<file path="src/sv/ete_pkg.sv">
// shared types, constants and table builder for the exponential easing tween
// used by ete_div, ete_blend and exponential_easing_tween_top; no dependencies
package ete_pkg;

  localparam int QUO_BITS = 20;   // exponent magnitude, unsigned Q4.16
  localparam int ALPHA_W  = 18;   // alpha, Q16 in [0, 2^17]
  localparam int NUM_AXES = 3;

  localparam logic [1:0] MODE_IN  = 2'd0;
  localparam logic [1:0] MODE_OUT = 2'd1;

  localparam logic [ALPHA_W-1:0] ALPHA_ONE = ALPHA_W'(65536);
  localparam logic [ALPHA_W-1:0] ALPHA_TWO = ALPHA_W'(131072);

  typedef enum logic [2:0] {
    REG_MODE,
    REG_START_X,
    REG_START_Y,
    REG_START_Z,
    REG_END_X,
    REG_END_Y,
    REG_END_Z,
    REG_DURATION
  } cfg_reg_t;

  typedef enum logic [2:0] {
    ST_IDLE,
    ST_PREP,
    ST_DIV,
    ST_ALPHA,
    ST_BLEND,
    ST_OUT
  } st_t;

  typedef enum logic [1:0] {
    PICK_BLEND,
    PICK_START,
    PICK_END
  } pick_t;

  typedef struct packed {
    logic go;     // latch alpha and start the three-axis pass
    logic half;   // shift by 17 instead of 16 (ease in/out)
  } blend_req_t;

  // integer square root, bit by bit
  function automatic longint unsigned isqrt64(input longint unsigned val);
    longint unsigned v;
    longint unsigned r;
    longint unsigned b;
    v = val;
    r = 0;
    b = 64'd1 << 62;
    for (int i = 0; i < 32; i++) begin
      if (v >= r + b) begin
        v = v - (r + b);
        r = (r >> 1) + b;
      end else begin
        r = r >> 1;
      end
      b = b >> 2;
    end
    return r;
  endfunction

  // entry k of the 2^(-k / 2^etb) table in Q16, evaluated at elaboration
  function automatic logic [16:0] exp_entry(input int k, input int etb);
    longint unsigned fac [10];
    longint unsigned v;
    longint unsigned acc;
    v = 64'd1 << 31;
    for (int j = 0; j < 10; j++) begin
      fac[j] = 0;
      if (j < etb) begin
        v = isqrt64(v << 32);
        fac[j] = v;
      end
    end
    acc = 64'd1 << 32;
    for (int j = 0; j < 10; j++) begin
      if (j < etb && ((k >> (etb - 1 - j)) & 1) != 0) begin
        acc = (acc * fac[j] + (64'd1 << 31)) >> 32;
      end
    end
    return 17'((acc + 64'd32768) >> 16);
  endfunction

endpackage

</file>
<file path="src/sv/ete_div.sv">
// restoring divider, one quotient bit per cycle: quo = floor(num * 2^16 / den)
// depends on ete_pkg; caller guarantees the quotient fits in QUO_BITS
module ete_div #(
  parameter int TIME_BITS = 24
) (
  input  logic                 clk,
  input  logic                 rst,
  input  logic                 go,
  input  logic [TIME_BITS+3:0] num,
  input  logic [TIME_BITS-1:0] den,
  output logic                 done,
  output logic [ete_pkg::QUO_BITS-1:0] quo
);
  import ete_pkg::*;

  localparam int CNT_W = $clog2(QUO_BITS + 1);

  logic                 busy;
  logic [CNT_W-1:0]     cnt;
  logic [TIME_BITS-1:0] rem;
  logic [TIME_BITS-1:0] dvs;
  logic [QUO_BITS-1:0]  shf;
  logic [TIME_BITS:0]   trial;
  logic [TIME_BITS:0]   diff;
  logic                 fits;

  assign trial = {rem, shf[QUO_BITS-1]};
  assign fits  = trial >= {1'b0, dvs};
  assign diff  = trial - {1'b0, dvs};

  always_ff @(posedge clk) begin
    if (rst) begin
      busy <= 1'b0;
      done <= 1'b0;
      cnt  <= '0;
    end else begin
      done <= !go && busy && (cnt == CNT_W'(1));
      if (go) begin
        busy <= 1'b1;
        cnt  <= CNT_W'(QUO_BITS);
      end else if (busy) begin
        cnt <= cnt - 1'b1;
        if (cnt == CNT_W'(1)) begin
          busy <= 1'b0;
        end
      end
    end
  end

  // numerator above the low four bits is already below den
  always_ff @(posedge clk) begin
    if (go) begin
      rem <= num[TIME_BITS+3:4];
      shf <= {num[3:0], (QUO_BITS-4)'(0)};
      dvs <= den;
      quo <= '0;
    end else if (busy) begin
      rem <= fits ? diff[TIME_BITS-1:0] : trial[TIME_BITS-1:0];
      shf <= {shf[QUO_BITS-2:0], 1'b0};
      quo <= {quo[QUO_BITS-2:0], fits};
    end
  end

endmodule

</file>
<file path="src/sv/ete_blend.sv">
// shared multiplier pass over the three axes: pos = start + round(diff * alpha / 2^s)
// depends on ete_pkg; each axis takes a multiply step, then a round and add step
module ete_blend #(
  parameter int POS_BITS = 24
) (
  input  logic                         clk,
  input  logic                         rst,
  input  ete_pkg::blend_req_t          req,
  input  logic [ete_pkg::ALPHA_W-1:0]  alpha_in,
  input  logic signed [POS_BITS-1:0]   start_pos [ete_pkg::NUM_AXES],
  input  logic signed [POS_BITS-1:0]   end_pos   [ete_pkg::NUM_AXES],
  output logic                         done,
  output logic signed [POS_BITS-1:0]   res       [ete_pkg::NUM_AXES]
);
  import ete_pkg::*;

  localparam int PW = POS_BITS + ALPHA_W + 2;
  localparam logic [1:0] AXIS_LAST = 2'(NUM_AXES - 1);

  logic                      busy;
  logic                      phase;
  logic [1:0]                axis;
  logic [ALPHA_W-1:0]        alpha;
  logic                      half;
  logic signed [PW-1:0]      prod;
  logic signed [POS_BITS:0]  diff;
  logic signed [ALPHA_W:0]   alpha_s;
  logic signed [PW-1:0]      prod_c;
  logic signed [PW-1:0]      rnd;
  logic signed [PW-1:0]      q;
  logic signed [PW-1:0]      shifted;

  assign diff    = {end_pos[axis][POS_BITS-1], end_pos[axis]}
                 - {start_pos[axis][POS_BITS-1], start_pos[axis]};
  assign alpha_s = {1'b0, alpha};
  assign prod_c  = PW'(diff) * PW'(alpha_s);

  // round half up, then floor by arithmetic shift
  assign rnd     = half ? (PW'(1) <<< 16) : (PW'(1) <<< 15);
  assign q       = prod + rnd;
  assign shifted = half ? (q >>> 17) : (q >>> 16);

  always_ff @(posedge clk) begin
    if (rst) begin
      busy  <= 1'b0;
      done  <= 1'b0;
      phase <= 1'b0;
      axis  <= '0;
    end else begin
      done <= !req.go && busy && phase && (axis == AXIS_LAST);
      if (req.go) begin
        busy  <= 1'b1;
        phase <= 1'b0;
        axis  <= '0;
      end else if (busy) begin
        phase <= ~phase;
        if (phase) begin
          if (axis == AXIS_LAST) begin
            busy <= 1'b0;
          end else begin
            axis <= axis + 1'b1;
          end
        end
      end
    end
  end

  always_ff @(posedge clk) begin
    if (req.go) begin
      alpha <= alpha_in;
      half  <= req.half;
    end
    if (busy && !phase) begin
      prod <= prod_c;
    end
    if (busy && phase) begin
      res[axis] <= start_pos[axis] + shifted[POS_BITS-1:0];
    end
  end

endmodule

</file>
<file path="src/sv/exponential_easing_tween_top.sv">
// exponential easing tween, top level: config registers, sequencer, output stage
// depends on ete_pkg, ete_div and ete_blend
//
//  channel  | signals                              | direction | moves
//  ---------+--------------------------------------+-----------+------------------------------
//  cfg      | cfg_valid cfg_ready cfg_index cfg_data| in       | register write request
//  s        | s_tvalid s_tready s_tdata s_tuser     | in        | tick or restart request
//  m        | m_tvalid m_tready m_tdata m_tlast     | out       | position result, tlast=finished
//
// a restart, or a tick while stopped, yields no result and leaves the sequencer idle.
// a tick that passes the duration, or lands on the start (not in ease out) or the end
// (not in ease in), goes from ST_PREP straight to ST_OUT; any other tick runs the divider's
// 20 quotient bits (one per cycle) and then the shared multiplier over three axes.
// s_tready is high only in idle; a finished result sits in the output register,
// so the next request is taken while m_tready is low. reset is synchronous and
// clears the registers to mode ease in, positions 0, duration 1, stopped.
module exponential_easing_tween_top #(
  parameter int TIME_BITS      = 24,
  parameter int POS_BITS       = 24,
  parameter int EXP_TABLE_BITS = 6
) (
  input  logic        clk,
  input  logic        rst,
  // configuration write
  input  logic        cfg_valid,
  output logic        cfg_ready,
  input  logic [2:0]  cfg_index,
  input  logic [((POS_BITS > TIME_BITS) ? POS_BITS : TIME_BITS)-1:0] cfg_data,
  // input stream
  input  logic        s_tvalid,
  output logic        s_tready,
  input  logic [15:0] s_tdata,   // [15:0] step_time
  input  logic        s_tuser,   // [0] kind: 0 tick, 1 restart
  // output stream
  output logic        m_tvalid,
  input  logic        m_tready,
  output logic [((3*POS_BITS+7)/8)*8-1:0] m_tdata, // pos_x, pos_y, pos_z, zero pad
  output logic        m_tlast    // finished
);
  import ete_pkg::*;

  localparam int OUT_W    = ((3 * POS_BITS + 7) / 8) * 8;
  localparam int TAB_SIZE = 1 << EXP_TABLE_BITS;
  localparam int SUM_W    = TIME_BITS + 17;

  // configuration registers
  logic [1:0]                ease_mode;
  logic signed [POS_BITS-1:0] start_pos [NUM_AXES];
  logic signed [POS_BITS-1:0] end_pos   [NUM_AXES];
  logic [TIME_BITS-1:0]      duration;

  // motion state
  logic [TIME_BITS-1:0]      elapsed;
  logic                      running;

  // sequencer
  st_t                       state;
  st_t                       state_next;
  pick_t                     pick;
  logic                      fin;
  logic                      inv;
  logic                      half;

  // output stage
  logic signed [POS_BITS-1:0] out_pos [NUM_AXES];
  logic                      out_fin;

  // combinational
  logic                      accept;
  logic                      do_tick;
  logic [SUM_W-1:0]          sum;
  logic [TIME_BITS-1:0]      t_sat;
  logic [TIME_BITS-1:0]      d_eff;
  logic                      mode_io;
  logic                      over;
  logic                      lt_half;
  logic [TIME_BITS:0]        t2;
  logic [TIME_BITS:0]        n_io;
  logic [TIME_BITS-1:0]      n;
  logic [TIME_BITS+3:0]      num10;
  pick_t                     pick_c;
  logic                      div_go;
  logic                      div_done;
  logic [QUO_BITS-1:0]       quo;
  logic [16:0]               exp_tab [TAB_SIZE];
  logic [16:0]               p;
  logic [ALPHA_W-1:0]        base;
  logic [ALPHA_W-1:0]        alpha_c;
  blend_req_t                breq;
  logic                      blend_done;
  logic signed [POS_BITS-1:0] blend_res [NUM_AXES];
  logic                      out_free;
  logic                      load_out;

  // 2^-frac table, built at elaboration
  for (genvar k = 0; k < TAB_SIZE; k++) begin : g_tab
    assign exp_tab[k] = exp_entry(k, EXP_TABLE_BITS);
  end

  assign cfg_ready = 1'b1;
  assign accept    = s_tvalid && s_tready;
  assign do_tick   = accept && !s_tuser && running;

  // saturating elapsed-time update
  assign sum   = SUM_W'(elapsed) + SUM_W'(s_tdata);
  assign t_sat = ((sum >> TIME_BITS) != '0) ? '1 : sum[TIME_BITS-1:0];

  // classify the tick and pick the exponent numerator
  assign d_eff   = (duration == '0) ? TIME_BITS'(1) : duration;
  assign mode_io = (ease_mode != MODE_IN) && (ease_mode != MODE_OUT);
  assign over    = elapsed > d_eff;
  assign t2      = {elapsed, 1'b0};
  assign lt_half = t2 < {1'b0, d_eff};
  assign n_io    = lt_half ? ({1'b0, d_eff} - t2) : (t2 - {1'b0, d_eff});

  always_comb begin
    if (ease_mode == MODE_IN) begin
      n = d_eff - elapsed;
    end else if (ease_mode == MODE_OUT) begin
      n = elapsed;
    end else begin
      n = n_io[TIME_BITS-1:0];
    end
  end

  assign num10 = {1'b0, n, 3'b000} + {3'b000, n, 1'b0};

  always_comb begin
    pick_c = PICK_BLEND;
    if (over) begin
      pick_c = PICK_END;
    end else if (elapsed == '0 && ease_mode != MODE_OUT) begin
      pick_c = PICK_START;
    end else if (elapsed == d_eff && ease_mode != MODE_IN) begin
      pick_c = PICK_END;
    end
  end

  // alpha from quotient: table on the fraction, shift by the integer part
  assign p       = exp_tab[quo[15 -: EXP_TABLE_BITS]] >> quo[QUO_BITS-1:16];
  assign base    = half ? ALPHA_TWO : ALPHA_ONE;
  assign alpha_c = inv ? (base - {1'b0, p}) : {1'b0, p};

  assign out_free = !m_tvalid || m_tready;

  // next state
  always_comb begin
    state_next = state;
    unique case (state)
      ST_IDLE:  if (do_tick) state_next = ST_PREP;
      ST_PREP:  state_next = (pick_c == PICK_BLEND) ? ST_DIV : ST_OUT;
      ST_DIV:   if (div_done) state_next = ST_ALPHA;
      ST_ALPHA: state_next = ST_BLEND;
      ST_BLEND: if (blend_done) state_next = ST_OUT;
      ST_OUT:   if (out_free) state_next = ST_IDLE;
      default:  state_next = ST_IDLE;
    endcase
  end

  // sequencer outputs
  always_comb begin
    s_tready  = 1'b0;
    div_go    = 1'b0;
    breq.go   = 1'b0;
    breq.half = half;
    load_out  = 1'b0;
    unique case (state)
      ST_IDLE:  s_tready = 1'b1;
      ST_PREP:  div_go = (pick_c == PICK_BLEND);
      ST_DIV:   ;
      ST_ALPHA: breq.go = 1'b1;
      ST_BLEND: ;
      ST_OUT:   load_out = out_free;
      default:  ;
    endcase
  end

  always_ff @(posedge clk) begin
    if (rst) begin
      state     <= ST_IDLE;
      running   <= 1'b0;
      elapsed   <= '0;
      ease_mode <= MODE_IN;
      duration  <= TIME_BITS'(1);
      for (int i = 0; i < NUM_AXES; i++) begin
        start_pos[i] <= '0;
        end_pos[i]   <= '0;
      end
      m_tvalid  <= 1'b0;
    end else begin
      state <= state_next;

      // restart and tick requests
      if (accept && s_tuser) begin
        elapsed <= '0;
        running <= 1'b1;
      end else if (do_tick) begin
        elapsed <= t_sat;
      end
      if (state == ST_PREP && over) begin
        running <= 1'b0;
      end

      // register writes
      if (cfg_valid && cfg_ready) begin
        unique case (cfg_reg_t'(cfg_index))
          REG_MODE:     ease_mode    <= cfg_data[1:0];
          REG_START_X:  start_pos[0] <= cfg_data[POS_BITS-1:0];
          REG_START_Y:  start_pos[1] <= cfg_data[POS_BITS-1:0];
          REG_START_Z:  start_pos[2] <= cfg_data[POS_BITS-1:0];
          REG_END_X:    end_pos[0]   <= cfg_data[POS_BITS-1:0];
          REG_END_Y:    end_pos[1]   <= cfg_data[POS_BITS-1:0];
          REG_END_Z:    end_pos[2]   <= cfg_data[POS_BITS-1:0];
          REG_DURATION: duration     <= cfg_data[TIME_BITS-1:0];
          default:      ;
        endcase
      end

      // output register handshake
      if (load_out) begin
        m_tvalid <= 1'b1;
      end else if (m_tready) begin
        m_tvalid <= 1'b0;
      end
    end
  end

  // per-tick decisions and result payload
  always_ff @(posedge clk) begin
    if (state == ST_PREP) begin
      pick <= pick_c;
      fin  <= over;
      half <= mode_io;
      inv  <= (ease_mode == MODE_OUT) || (mode_io && !lt_half);
    end
    if (load_out) begin
      out_fin <= fin;
      for (int i = 0; i < NUM_AXES; i++) begin
        case (pick)
          PICK_START: out_pos[i] <= start_pos[i];
          PICK_END:   out_pos[i] <= end_pos[i];
          default:    out_pos[i] <= blend_res[i];
        endcase
      end
    end
  end

  assign m_tdata = OUT_W'({out_pos[2], out_pos[1], out_pos[0]});
  assign m_tlast = out_fin;

  ete_div #(
    .TIME_BITS (TIME_BITS)
  ) u_div (
    .clk  (clk),
    .rst  (rst),
    .go   (div_go),
    .num  (num10),
    .den  (d_eff),
    .done (div_done),
    .quo  (quo)
  );

  ete_blend #(
    .POS_BITS (POS_BITS)
  ) u_blend (
    .clk       (clk),
    .rst       (rst),
    .req       (breq),
    .alpha_in  (alpha_c),
    .start_pos (start_pos),
    .end_pos   (end_pos),
    .done      (blend_done),
    .res       (blend_res)
  );

endmodule

</file>
<file path="config.mk">
export PLATFORM = sky130hd
export DESIGN_NAME = exponential_easing_tween_top
export DESIGN_NICKNAME = d
export VERILOG_FILES = /design/src/sv/ete_pkg.sv /design/src/sv/ete_div.sv /design/src/sv/ete_blend.sv /design/src/sv/exponential_easing_tween_top.sv
export SDC_FILE = /design/constraint.sdc
export NUM_CORES = 2
export LEC_CHECK = 0
export BUFFER_PORTS_ARGS = -buffer_cell sky130_fd_sc_hd__buf_2
export CORE_MARGIN = 3
export CORE_UTILIZATION = 45
export CTS_BUF_LIST = sky130_fd_sc_hd__clkbuf_8
export CTS_CLUSTER_SIZE = 10
export DETAILED_ROUTE_END_ITERATION = 8
export GPL_TIMING_DRIVEN = 1
export PLACE_DENSITY_LB_ADDON = 0.1
export SYNTH_ARGS = -nofsm -noshare
export SYNTH_HDL_FRONTEND = slang
export SYNTH_SLANG_ARGS = --single-unit
</file>
<file path="constraint.sdc">
create_clock -name clk -period 25.6 [get_ports clk]
set_input_delay 1.28 -clock clk [delete_from_list [all_inputs] [get_ports clk]]
set_output_delay 1.28 -clock clk [all_outputs]
set_load 0.02 [all_outputs]
</file>
==> impl_metrics.yaml <==
critical_path:
  slowest_delay_ns: 0.98
  crit_path_max_fanout: 43
  critPathRequiredTime_ns: 26.08
  crit_arrival_ns: 11.40
  cp-end-kind: "flip-flop"
  start_kind: "flip-flop"
  slowest_stage: "nor2_2"
  worstSetupPathType: "reg -> reg"
  crit_top_cell: "fa_1"
cts:
  hold_buffers: 0
  cts_tree: "yes"
  numCtsBuffers: 87
  clock_latency_ns: 0.77
  post_cts_resized: 0
  clk_pin_slew_ns: 0.06
  cts.sinks: 477
  clockBufferDepth: 3
  cts_setup_buffers: 0
  cts-root-buf: "clkbuf_8"
  htree_num_levels: 3
global_route:
  grt_pass1_wl_mm: 217
  first_global_vias: 36500
  gr-usage-all-layers_pct: 26.0
  antenna_found_initial: 8
  grt-ovfl-total: 0
  grt_max_degree: 87
run:
  maxCapViolCount: 0
floorplan:
  fp.dieW_um: 327
  die_h_um: 327
  coreArea_um2: 102000
  fp-row-count: 117
  start_util_pct: 45.5
  io_pins: 125
  dieArea_um2: 107000
yosys:
  synth_top_area_share_pct: 18.7
  syn_avg_cell_area_um2: 8.75
  synth_area_leaders: "fa_1 19%, edfxtp_1 16%, dfxtp_1 10%"
  netlist_instances: 5309
  synth_edf_count: 246
  ys_types: 96
  yosysSeqAreaShare_pct: 25.9
  synth_nets: 6090
  synth_top_area_cell: "fa_1"
  syn_area_um2: 46500
  ys.flop_type: "edfxtp_1"
  synth_seq_cells: 477
  async_flop_share_pct: 0
  yosys_warnings: 0
placement:
  dp_hpwl_mm: 104
  place_congestion: 0.918
  port_buffers: 123
route:
  ant_nets: 0
  viasPerCell: 5.51
  drt_first_pass_iters: 6
  totalWireLength_mm: 141
  vias: 37200
  wire_per_inst_um: 20.8
  drc: 0
  drt_iter0_markers: 3053
sta:
  fin_crit_ns: 10.93
  setup_viol: 0
  drv_slew: 0
  clock.fmax_mhz: 91.5
  min_period_over_period_pct: 42.7
  worst_pin_slew_ns: 1.28
  rsz0062_at_grt: "no"
  hold_viol: 0
  clock_skew_ns: 0.0717
  fin_setup_tns_ns: 0
  slew_headroom_pct: 14.4
min_path:
  min_path_type: "reg -> reg"
layout:
  nets: 6086
  drive_gt1_share_pct: 7.61
  syn2layout_area_growth_pct: 7.75
status:
  outcome: "finished, final reports clean"
[through the flow]
stage	instance area [µm²]	util, %	setup slack, ns	std cells	hold slack [ns]
6_report	50100	49.0	14.67	6751	0.417
5_1_grt	50000	49.0	14.10	6746	0.424
4_1_cts	50000	49.0	14.75	6745	0.416
3_3_place_gp	48300	47.2	14.90	6584	0.402
2_1_floorplan	46500	-	15.65	5309	0.400
3_5_place_dp	48300	47.2	14.76	6584	0.419
[cell usage in the layout, fill, tap and decap left out, types with 73 or more instances in the layout]
cell / Yosys / final
nor2_1: 289 / 283
a21o_1: 73 / 73
and2_1: 243 / 243
inv_1: 677 / 699
a21oi_1: 454 / 454
fa_1: 433 / 433
ha_1: 299 / 299
nand2_1: 769 / 767
xnor2_1: 136 / 136
clkbuf_8: 0 / 98
buf_2: 11 / 122
edfxtp_1: 246 / 246
dfxtp_1: 231 / 227
o21ai_0: 160 / 160
mux2i_1: 174 / 174
[area by class of cell]
class | count | area, µm²
Inverter | 679 | 2550
Antenna cell | 6 | 15.0
Clock buffer | 98 | 1350
Clock inverter | 63 | 440
Multi-Input combinational cell | 3866 | 30800
Tap cell | 1368 | 1710
Fill cell | 10100 | 52100
Timing Repair Buffer | 194 | 1150
Sequential cell | 477 | 12000
[worst max-delay path, delay by kind of cell (launching register included)]
family | cells | cell delay (ns)
AOI/OAI and AO/OA | 14 | 3.34
xor gates and xnor gates | 2 | 0.27
adders and majority gates | 9 | 3.96
buffers and inverters | 5 | 0.54
DFF | 1 | 0.54
and+or+nand+nor | 6 | 1.94
[layer usage]
| metal | up-vias | track usage [%] | wire length [µm] |
|---|---|---|---|
| met2 | 1085 | 40.4 | 62700 |
| li1 | 17600 | - | - |
| met5 | - | 0 | 26 |
| met3 | 181 | 4.24 | 9290 |
| met1 | 18300 | 37.4 | 64700 |
| met4 | 4 | 7.47 | 3810 |
[cell families after synthesis]
group           share of synthesized area (%)
xor+xnor                                 3.83
fa+ha+maj                                26.7
buf+inv                                  7.96
mux                                      4.79
other cells                           0.00807
simple gates                             16.8
compound gates                           14.0
flops                                    25.9
[state kept, by name (all words and copies together), names as in the netlist, 2 cells and up]
register	flops
duration	24
ease_mode	2
elapsed	24
end_pos	72
out_pos	72
pick	2
start_pos	72
state	3
u_blend.alpha	18
u_blend.axis	2
u_blend.prod	26
u_blend.res	72
u_div.cnt	5
u_div.dvs	24
u_div.quo	20
u_div.rem	24
u_div.shf	3
[synthesized netlist by cell type, drive strengths merged (10+ instances only)]
| cell type | count |
|---|---|
| o31ai | 12 |
| buf | 42 |
| nand2 | 769 |
| dfxtp | 231 |
| fa | 433 |
| o22a | 24 |
| o21ai | 164 |
| xor2 | 67 |
| mux2i | 174 |
| ha | 299 |
| a2111oi | 12 |
| o211ai | 26 |
| a211oi | 41 |
| a21o | 73 |
| nor2 | 289 |
| or2 | 12 |
| o31a | 10 |
| a31oi | 40 |
| a21boi | 10 |
| nand3 | 65 |
| clkbuf | 245 |
| nand4 | 22 |
| o21a | 30 |
| nor3b | 10 |
| or3 | 23 |
| mux2 | 11 |
| nor4 | 23 |
| edfxtp | 246 |
| and3 | 26 |
| o21bai | 25 |
| mux4 | 16 |
| nor2b | 72 |
| nor3 | 66 |
| nand2b | 39 |
| a21oi | 455 |
| xnor2 | 136 |
| inv | 678 |
| o22ai | 10 |
| a221oi | 22 |
| and2 | 244 |
[path summary, 6_finish.rpt]
check	startpoint	end	slack (ns)	cells after the start
setup / recovery	u_blend.axis[0]$_SDFFE_PP0P_	u_blend.prod[40]$_DFFE_PP_	14.67	36
setup reg to reg	u_blend.axis[0]$_SDFFE_PP0P_	u_blend.prod[40]$_DFFE_PP_	14.67	36
hold / removal	fin$_DFFE_PN_	m_tlast$_DFFE_PP_	0.42	0
hold reg to reg	fin$_DFFE_PN_	m_tlast$_DFFE_PP_	0.42	0
Power is not shown: default switching activity piles up to over one toggle a cycle in this logic, so the estimate is an artifact.
